**config.mk**
```make
export PLATFORM = sky130hd
export DESIGN_NAME = char_lcd_nibble_sequencer
export DESIGN_NICKNAME = d
export VERILOG_FILES = /design/src/design/lcdns_pkg.sv /design/src/design/lcdns_front.sv /design/src/design/lcdns_desc_fifo.sv /design/src/design/lcdns_back.sv /design/src/design/char_lcd_nibble_sequencer.sv
export SDC_FILE = /design/constraint.sdc
export NUM_CORES = 1
export LEC_CHECK = 0
export ABC_CLOCK_PERIOD_IN_PS = 1800
export BUFFER_PORTS_ARGS = -buffer_cell sky130_fd_sc_hd__buf_2
export CAP_MARGIN = 20
export CORE_ASPECT_RATIO = 0.9
export CORE_MARGIN = 5
export CORE_UTILIZATION = 25
export CTS_CLUSTER_SIZE = 8
export DETAILED_ROUTE_END_ITERATION = 10
export SLEW_MARGIN = 30
export SYNTH_ARGS = -nofsm -noshare
export SYNTH_HDL_FRONTEND = slang
export SYNTH_HIERARCHICAL = 1
export SYNTH_SLANG_ARGS = --single-unit
```
**constraint.sdc**
```tcl
create_clock -name clock -period 1.8 [get_ports clock]
set_clock_uncertainty 0.05 [all_clocks]
set_input_delay 0.27 -clock clock [delete_from_list [all_inputs] [get_ports clock]]
set_output_delay 0.27 -clock clock [all_outputs]
set_load 0.05 [all_outputs]
```
**src/design/lcdns_pkg.sv**
```systemverilog
// shared types, codes and init tables for the character lcd nibble sequencer
`timescale 1ns / 1ps

package lcdns_pkg;

   typedef enum logic [1:0] {
      ACT_PUT_CHAR   = 2'd0,
      ACT_GOTO       = 2'd1,
      ACT_CLEAR_LINE = 2'd2,
      ACT_INIT       = 2'd3
   } action_type;

   typedef enum logic [1:0] {
      DESC_BYTE  = 2'd0,
      DESC_CLEAR = 2'd1,
      DESC_INIT  = 2'd2
   } desc_kind_type;

   typedef struct packed {
      desc_kind_type kind;
      logic          rs;
      logic [7:0]    data;
   } desc_type;

   typedef enum logic {
      BACK_IDLE = 1'b0,
      BACK_RUN  = 1'b1
   } back_state_type;

   localparam logic [2:0] WAIT_NONE = 3'd0;
   localparam logic [2:0] WAIT_POLL = 3'd1;
   localparam logic [2:0] WAIT_30MS = 3'd2;
   localparam logic [2:0] WAIT_40US = 3'd3;
   localparam logic [2:0] WAIT_2MS  = 3'd4;

   localparam logic [7:0] CHAR_NEWLINE  = 8'h0A;
   localparam logic [7:0] CHAR_FORMFEED = 8'h0C;
   localparam logic [7:0] CHAR_SPACE    = 8'h20;
   localparam logic [7:0] CMD_SET_ADDR  = 8'h80;
   localparam logic [7:0] CMD_LINE_TWO  = 8'hC0;
   localparam logic [7:0] LINE_TWO_BASE = 8'h40;
   localparam logic [2:0] ROW_ONE       = 3'd1;
   localparam logic [2:0] ROW_TWO       = 3'd2;

   localparam int INIT_LEN = 10;

   function automatic logic [3:0] init_nibble(input logic [3:0] idx);
      logic [3:0] nib;
      unique case (idx)
         4'd0: nib = 4'h2;
         4'd1: nib = 4'h8;
         4'd2: nib = 4'h2;
         4'd3: nib = 4'h8;
         4'd4: nib = 4'h0;
         4'd5: nib = 4'hC;
         4'd6: nib = 4'h0;
         4'd7: nib = 4'h1;
         4'd8: nib = 4'h0;
         4'd9: nib = 4'h6;
         default: nib = 4'h0;
      endcase
      return nib;
   endfunction

   function automatic logic [2:0] init_wait(input logic [3:0] idx);
      logic [2:0] w;
      unique case (idx)
         4'd0: w = WAIT_30MS;
         4'd4: w = WAIT_40US;
         4'd6: w = WAIT_40US;
         4'd8: w = WAIT_2MS;
         default: w = WAIT_NONE;
      endcase
      return w;
   endfunction

endpackage

```
**src/design/lcdns_front.sv**
```systemverilog
// front end: accepts request beats and turns them into byte, clear or init descriptors
`timescale 1ns / 1ps

module lcdns_front
   import lcdns_pkg::*;
(
   input  logic       req_push,
   input  logic [1:0] req_action,
   input  logic [7:0] req_char_code,
   input  logic [7:0] req_column,
   input  logic [2:0] req_row,
   output logic       req_full,
   input  logic       fifo_full,
   output logic       fifo_push,
   output desc_type   fifo_desc
);

   logic       accept;
   logic       keep;
   logic [7:0] base;
   logic [7:0] addr;

   assign accept   = req_push && !fifo_full;
   assign req_full = fifo_full;

   always_comb begin
      base = (req_row == ROW_TWO) ? LINE_TWO_BASE : 8'h00;
      addr = base + req_column + 8'hFF;
      keep = 1'b1;
      fifo_desc.kind = DESC_BYTE;
      fifo_desc.rs   = 1'b0;
      fifo_desc.data = 8'h00;
      unique case (action_type'(req_action))
         ACT_PUT_CHAR: begin
            if (req_char_code == CHAR_NEWLINE || req_char_code == CHAR_FORMFEED) begin
               fifo_desc.data = CMD_LINE_TWO;
            end else begin
               fifo_desc.rs   = 1'b1;
               fifo_desc.data = req_char_code;
            end
         end
         ACT_GOTO: begin
            fifo_desc.data = CMD_SET_ADDR | addr;
         end
         ACT_CLEAR_LINE: begin
            fifo_desc.kind = DESC_CLEAR;
            fifo_desc.data = CMD_SET_ADDR | base;
            keep = (req_row == ROW_ONE) || (req_row == ROW_TWO);
         end
         ACT_INIT: begin
            fifo_desc.kind = DESC_INIT;
         end
         default: begin
            keep = 1'b0;
         end
      endcase
      fifo_push = accept && keep;
   end

endmodule

```
**src/design/lcdns_desc_fifo.sv**
```systemverilog
// two-entry descriptor queue between front and back
`timescale 1ns / 1ps

module lcdns_desc_fifo
   import lcdns_pkg::*;
(
   input  logic     clock,
   input  logic     reset,
   input  logic     push,
   input  desc_type push_desc,
   output logic     full,
   input  logic     pop,
   output logic     valid,
   output desc_type pop_desc
);

   desc_type   mem_ff [2];
   logic       wr_ptr_ff, wr_ptr_in;
   logic       rd_ptr_ff, rd_ptr_in;
   logic [1:0] count_ff, count_in;
   logic       do_push;
   logic       do_pop;

   assign full     = (count_ff == 2'd2);
   assign valid    = (count_ff != 2'd0);
   assign pop_desc = mem_ff[rd_ptr_ff];
   assign do_push  = push && !full;
   assign do_pop   = pop && valid;

   always_comb begin
      wr_ptr_in = do_push ? !wr_ptr_ff : wr_ptr_ff;
      rd_ptr_in = do_pop ? !rd_ptr_ff : rd_ptr_ff;
      count_in  = count_ff;
      if (do_push && !do_pop) begin
         count_in = count_ff + 2'd1;
      end else if (do_pop && !do_push) begin
         count_in = count_ff - 2'd1;
      end
   end

   always_ff @(posedge clock) begin
      if (reset) begin
         wr_ptr_ff <= 1'b0;
         rd_ptr_ff <= 1'b0;
         count_ff  <= 2'd0;
      end else begin
         wr_ptr_ff <= wr_ptr_in;
         rd_ptr_ff <= rd_ptr_in;
         count_ff  <= count_in;
      end
   end

   always_ff @(posedge clock) begin
      if (do_push) begin
         mem_ff[wr_ptr_ff] <= push_desc;
      end
   end

   a_count_bound: assert property (@(posedge clock) disable iff (reset)
      count_ff <= 2'd2)
      else $error("descriptor queue count out of range");

   a_ptr_match: assert property (@(posedge clock) disable iff (reset)
      (count_ff == 2'd0 || count_ff == 2'd2) |-> (wr_ptr_ff == rd_ptr_ff))
      else $error("descriptor queue pointers disagree with count");

endmodule

```
**src/design/lcdns_back.sv**
```systemverilog
// back end: expands one descriptor into nibble beats through an output register
`timescale 1ns / 1ps

module lcdns_back
   import lcdns_pkg::*;
#(
   parameter int LINE_CHARS = 20
) (
   input  logic       clock,
   input  logic       reset,
   input  logic       fifo_valid,
   input  desc_type   fifo_desc,
   output logic       fifo_pop,
   output logic       rsp_empty,
   input  logic       rsp_pop,
   output logic       rsp_reg_select,
   output logic [3:0] rsp_nibble,
   output logic [2:0] rsp_pre_wait,
   output logic       rsp_last
);

   localparam int ClearSteps = 2 * LINE_CHARS + 2;
   localparam int MaxSteps   = (ClearSteps > INIT_LEN) ? ClearSteps : INIT_LEN;
   localparam int StepW      = $clog2(MaxSteps);
   localparam logic [StepW-1:0] LastByte  = StepW'(1);
   localparam logic [StepW-1:0] LastClear = StepW'(ClearSteps - 1);
   localparam logic [StepW-1:0] LastInit  = StepW'(INIT_LEN - 1);

   back_state_type   state_ff, state_in;
   desc_type         desc_ff, desc_in;
   logic [StepW-1:0] step_ff, step_in;
   logic             out_valid_ff, out_valid_in;
   logic             out_rs_ff, out_rs_in;
   logic [3:0]       out_nib_ff, out_nib_in;
   logic [2:0]       out_wait_ff, out_wait_in;
   logic             out_last_ff, out_last_in;
   logic             advance;
   logic             at_last;
   logic [StepW-1:0] last_step;
   logic [7:0]       cur_byte;
   logic             cur_rs;

   // next state
   always_comb begin
      state_in = state_ff;
      unique case (state_ff)
         BACK_IDLE: begin
            if (fifo_valid) state_in = BACK_RUN;
         end
         BACK_RUN: begin
            if (advance && at_last) state_in = BACK_IDLE;
         end
         default: state_in = BACK_IDLE;
      endcase
   end

   // state outputs
   always_comb begin
      fifo_pop = 1'b0;
      advance  = 1'b0;
      unique case (state_ff)
         BACK_IDLE: fifo_pop = fifo_valid;
         BACK_RUN:  advance  = !out_valid_ff || rsp_pop;
         default: begin
            fifo_pop = 1'b0;
            advance  = 1'b0;
         end
      endcase
   end

   // nibble datapath
   always_comb begin
      unique case (desc_ff.kind)
         DESC_BYTE:  last_step = LastByte;
         DESC_CLEAR: last_step = LastClear;
         DESC_INIT:  last_step = LastInit;
         default:    last_step = LastByte;
      endcase
      at_last = (step_ff == last_step);

      // after the address byte a clear line sends spaces
      if (desc_ff.kind == DESC_CLEAR && step_ff[StepW-1:1] != '0) begin
         cur_byte = CHAR_SPACE;
         cur_rs   = 1'b1;
      end else begin
         cur_byte = desc_ff.data;
         cur_rs   = desc_ff.rs;
      end

      if (desc_ff.kind == DESC_INIT) begin
         out_rs_in   = 1'b0;
         out_nib_in  = init_nibble(step_ff[3:0]);
         out_wait_in = init_wait(step_ff[3:0]);
      end else begin
         out_rs_in   = cur_rs;
         out_nib_in  = step_ff[0] ? cur_byte[3:0] : cur_byte[7:4];
         out_wait_in = step_ff[0] ? WAIT_NONE : WAIT_POLL;
      end
      out_last_in = at_last;

      desc_in = fifo_pop ? fifo_desc : desc_ff;
      step_in = step_ff;
      if (fifo_pop) begin
         step_in = '0;
      end else if (advance) begin
         step_in = step_ff + StepW'(1);
      end

      if (advance) begin
         out_valid_in = 1'b1;
      end else if (rsp_pop) begin
         out_valid_in = 1'b0;
      end else begin
         out_valid_in = out_valid_ff;
      end
   end

   always_ff @(posedge clock) begin
      if (reset) begin
         state_ff     <= BACK_IDLE;
         out_valid_ff <= 1'b0;
      end else begin
         state_ff     <= state_in;
         out_valid_ff <= out_valid_in;
      end
   end

   always_ff @(posedge clock) begin
      desc_ff <= desc_in;
      step_ff <= step_in;
      if (advance) begin
         out_rs_ff   <= out_rs_in;
         out_nib_ff  <= out_nib_in;
         out_wait_ff <= out_wait_in;
         out_last_ff <= out_last_in;
      end
   end

   assign rsp_empty      = !out_valid_ff;
   assign rsp_reg_select = out_rs_ff;
   assign rsp_nibble     = out_nib_ff;
   assign rsp_pre_wait   = out_wait_ff;
   assign rsp_last       = out_last_ff;

   a_step_bound: assert property (@(posedge clock) disable iff (reset)
      (state_ff == BACK_RUN) |-> (step_ff <= last_step))
      else $error("nibble step ran past end of run");

   a_last_marks_end: assert property (@(posedge clock) disable iff (reset)
      (advance && at_last) |=> (out_valid_ff && out_last_ff && state_ff == BACK_IDLE))
      else $error("final nibble not flagged at end of run");

   a_no_load_while_busy: assert property (@(posedge clock) disable iff (reset)
      fifo_pop |-> (state_ff == BACK_IDLE))
      else $error("descriptor taken while a run is active");

endmodule

```
**src/design/char_lcd_nibble_sequencer.sv**
```systemverilog
// top level of the character lcd 4-bit bus nibble sequencer
`timescale 1ns / 1ps

// Each request beat becomes a run of nibble beats, one per enable pulse, high
// nibble first, each byte led by a busy poll. A put_char or goto gives 2 beats,
// init gives 10, a clear line of row 1 or 2 gives 2*LINE_CHARS+2 and a clear
// line of any other row gives none. Requests land in a two-entry descriptor
// queue; the back end loads a descriptor in its idle state and then produces
// one nibble per cycle into its output register while pop keeps up. It takes
// no new descriptor until the last nibble of a run has entered that register.
// No clearing pass.

module char_lcd_nibble_sequencer
   import lcdns_pkg::*;
#(
   parameter int LINE_CHARS = 20
) (
   input  logic       clock,
   input  logic       reset,
   input  logic       req_push,
   output logic       req_full,
   input  logic [1:0] req_action,
   input  logic [7:0] req_char_code,
   input  logic [7:0] req_column,
   input  logic [2:0] req_row,
   output logic       rsp_empty,
   input  logic       rsp_pop,
   output logic       rsp_reg_select,
   output logic [3:0] rsp_nibble,
   output logic [2:0] rsp_pre_wait,
   output logic       rsp_last
);

   logic     fifo_full;
   logic     fifo_push;
   desc_type push_desc;
   logic     fifo_pop;
   logic     fifo_valid;
   desc_type pop_desc;

   lcdns_front u_front (
      .req_push      (req_push),
      .req_action    (req_action),
      .req_char_code (req_char_code),
      .req_column    (req_column),
      .req_row       (req_row),
      .req_full      (req_full),
      .fifo_full     (fifo_full),
      .fifo_push     (fifo_push),
      .fifo_desc     (push_desc)
   );

   lcdns_desc_fifo u_fifo (
      .clock     (clock),
      .reset     (reset),
      .push      (fifo_push),
      .push_desc (push_desc),
      .full      (fifo_full),
      .pop       (fifo_pop),
      .valid     (fifo_valid),
      .pop_desc  (pop_desc)
   );

   lcdns_back #(
      .LINE_CHARS (LINE_CHARS)
   ) u_back (
      .clock          (clock),
      .reset          (reset),
      .fifo_valid     (fifo_valid),
      .fifo_desc      (pop_desc),
      .fifo_pop       (fifo_pop),
      .rsp_empty      (rsp_empty),
      .rsp_pop        (rsp_pop),
      .rsp_reg_select (rsp_reg_select),
      .rsp_nibble     (rsp_nibble),
      .rsp_pre_wait   (rsp_pre_wait),
      .rsp_last       (rsp_last)
   );

endmodule

```
==> metrics <==
Filler cells=1155; routed wl met2=2140 um; Cell variety after synth=55; status=finished, final reports clean; WL/cell=11.0 um; WL met1=2660 um; Antenna Nets Post-Route=0; Max Cap Viol=0; first-pass GRT wire length=8730 um; die area=14000 sq um; Leak Pwr=0.00154 uW; Tcrit/Tclk final=95.6%; CTS tree=built; top cells by count, synth=42 x edfxtp_1, 21 x inv_1, 17 x dfxtp_1, 17 x ha_1, 17 x nor2_1; Startpoint Class=flop; Ys Warns=6; Max Slew Vio Count=0; crit-path cells=or2_2 -> and2b_4 -> o21ai_2 -> ha_1 -> or3_1 -> a21oi_2; syn nets=285; reg2reg path depth=6; post-CTS setup buffer count=0; Fin. Hold Viols=0; Worst-Margin Slew=0.489 ns; Post-Synthesis Cells=242; clock sinks=59; post-DP HPWL=3920 um; met3 routed WL=314 um; Worst-Skew Late Latency=0.32 ns; Final WS setup=0.0786 ns; grt ovf=0; f_max=0.581 GHz; sequential share of the synthesized area=54.7%; synthesis-to-finish area growth=31.0%; Worst Path Required=2.00 ns; Worst EP arrival=1.92 ns; Place WS=-0.270 ns; dpl cells=454; cell area after synthesis=2930 sq um; pin count of the biggest net entering global routing=15; critical path peak fanout=4; Non-Filler Instances=470; die height=113 um; Final setup viols=0; DRC=0; Nets=352; DR pass1 iterations=4; Initial DRC Count=82; drt via density=4.08; layout cells sized above 1=36.6%; die width=124 um; Buffers on Ports=34; CTS Buffer Depth=2; most frequent cell after synthesis=edfxtp_1; Syn Area/Cell=12.1 sq um; Clock transition at path regs=0.05 ns; Max Used Layer=met4; Placeable Area=11400 sq um; number of flops mapped to enable cells by yosys=42; fin crit period=1.72 ns; CTS Buf Count=9; vias in the first global route=1913; num ports=36; Hold WC Path Type=input pin to flop; Worst Hold Path Cells=2; drt total wl=5170 um; Yosys top cell area share=43.1%; hold_buf cts=0; Most used DFF post-synth=edfxtp_1; root buffer cell=clkbuf_16; RSZ-0062 raised after global routing=no; starting density of the core=25.6%; Synth area leaders=edfxtp_1 43%, dfxtp_1 12%, ha_1 7.3%, mux2_2 4.2%, inv_1 2.7%; H-tree depth=3; diode count=0; site row count=37; max_slew headroom=67.4%; RePlAce Congestion=0.807; CP peak stage delay=0.36 ns; post-CTS sizing=0; Power Density=1490 nW/um^2; Vias=1918; leading area contributor after synthesis=edfxtp_1; CP Class=flop to flop; flops & latches, synth=59; antenna violations before repair=0; ys async rst share=0%; gr usage total=7.97%; crit end category=flop; IR drop worst, VDD=0.509 mV; CP max-delay cell=or3_1
## report_power, final
part	leakage, uW	internal, uW	total [uW]	switching, uW
clock network	0.000142	1080	1680	606
logic	0.000860	784	1860	1080
registers	0.000537	1980	2160	181
total	0.00154	3840	5700	1860
## registers in the layout, indices dropped and copies added, names as in the netlist, named ones only
| name | flops |
|---|---|
| u_back/step_ff | 6 |
| u_fifo/count_ff | 2 |
| u_back/rsp_pre_wait | 3 |
| u_back/rsp_reg_select | 1 |
| u_fifo/rd_ptr_ff | 1 |
| u_back/rsp_nibble | 4 |
| u_back/desc_ff | 11 |
| u_back/state_ff | 1 |
| u_back/rsp_last | 1 |
| u_back/out_valid_ff | 1 |
| u_fifo/wr_ptr_ff | 1 |
| u_fifo/mem_ff | 22 |
## placed cells by master (no fill, tap or decap), drive strengths merged, types with 3 or more instances in the layout
master,instances
nor4,3
a22oi,4
nor2,17
a211o,3
nor3b,3
buf,64
a21oi,9
nand4,3
mux2i,3
or2,3
edfxtp,42
nand2b,3
o31ai,4
xnor2,7
a21o,3
mux2,13
o21ai,8
and3,3
dfxtp,17
clkbuf,9
nor2b,5
ha,17
xor2,6
nand2,12
inv,23
## through the flow
stage | area (sq um) | util, % | setup TNS [ns] | hold WS, ns | power [uW]
after global routing | 3840 | 33.5 | 0 | 0.158 | 6060
final | 3840 | 33.5 | 0 | 0.156 | 5700
after global placement | 3510 | 30.7 | -2.76 | 0.420 | 4000
after detailed placement | 3510 | 30.7 | -2.97 | 0.441 | 4030
after floorplan | 2960 | - | -0.0305 | 0.289 | 3520
after CTS | 3810 | 33.3 | 0 | 0.158 | 5750
## cell families (layout without fill, tap and decap cells)
logic type | Yosys count | after routing | synth area share, %
XOR/XNOR | 13 | 13 | 3.89
flip-flops | 59 | 59 | 54.7
adder cells (fa/ha/maj) | 18 | 18 | 7.95
multiplexers | 16 | 16 | 6.28
AO/OA/AOI/OAI | 42 | 42 | 9.74
buffers and inverters | 29 | 101 | 4.91
AND/OR/NAND/NOR | 65 | 65 | 12.5
## critical path, delay by kind of cell (launching register included)
kind / cells / cell delay [ns]
simple gates: 3 / 0.83
flops: 1 / 0.34
fa+ha+maj: 1 / 0.26
compound gates: 2 / 0.17
## layer usage
layer	GRT usage, %	up-vias
met5	0	-
li1	-	1004
met4	2.63	0
met1	10.8	864
met3	3.38	6
met2	11.4	44
## area by class of cell
| type | count | area [sq um] | share of cell area [%] |
|---|---|---|---|
| clock inverters | 7 | 76.3 | 1.99 |
| multi-input cells | 154 | 1240 | 32.2 |
| flip-flops and latches | 59 | 1600 | 41.8 |
| repair buffers | 64 | 420 | 11.0 |
| inverters | 21 | 78.8 | 2.05 |
| well taps | 156 | 195 | 5.09 |
| clock buffers | 9 | 225 | 5.87 |
## worst paths after layout
| path | from | end | slack (ns) |
|---|---|---|---|
| min reg2reg | u_fifo/rd_ptr_ff$_SDFFE_PP0P_ | u_fifo/rd_ptr_ff$_SDFFE_PP0P_ | 0.45 |
| max reg2reg | u_fifo/count_ff[0]$_SDFFE_PP0P_ | u_fifo/count_ff[1]$_SDFFE_PP0P_ | 0.08 |
| min | reset | u_fifo/count_ff[1]$_SDFFE_PP0P_ | 0.16 |
| max | u_fifo/count_ff[0]$_SDFFE_PP0P_ | u_fifo/count_ff[1]$_SDFFE_PP0P_ | 0.08 |
(Power assumes the default switching activity.)
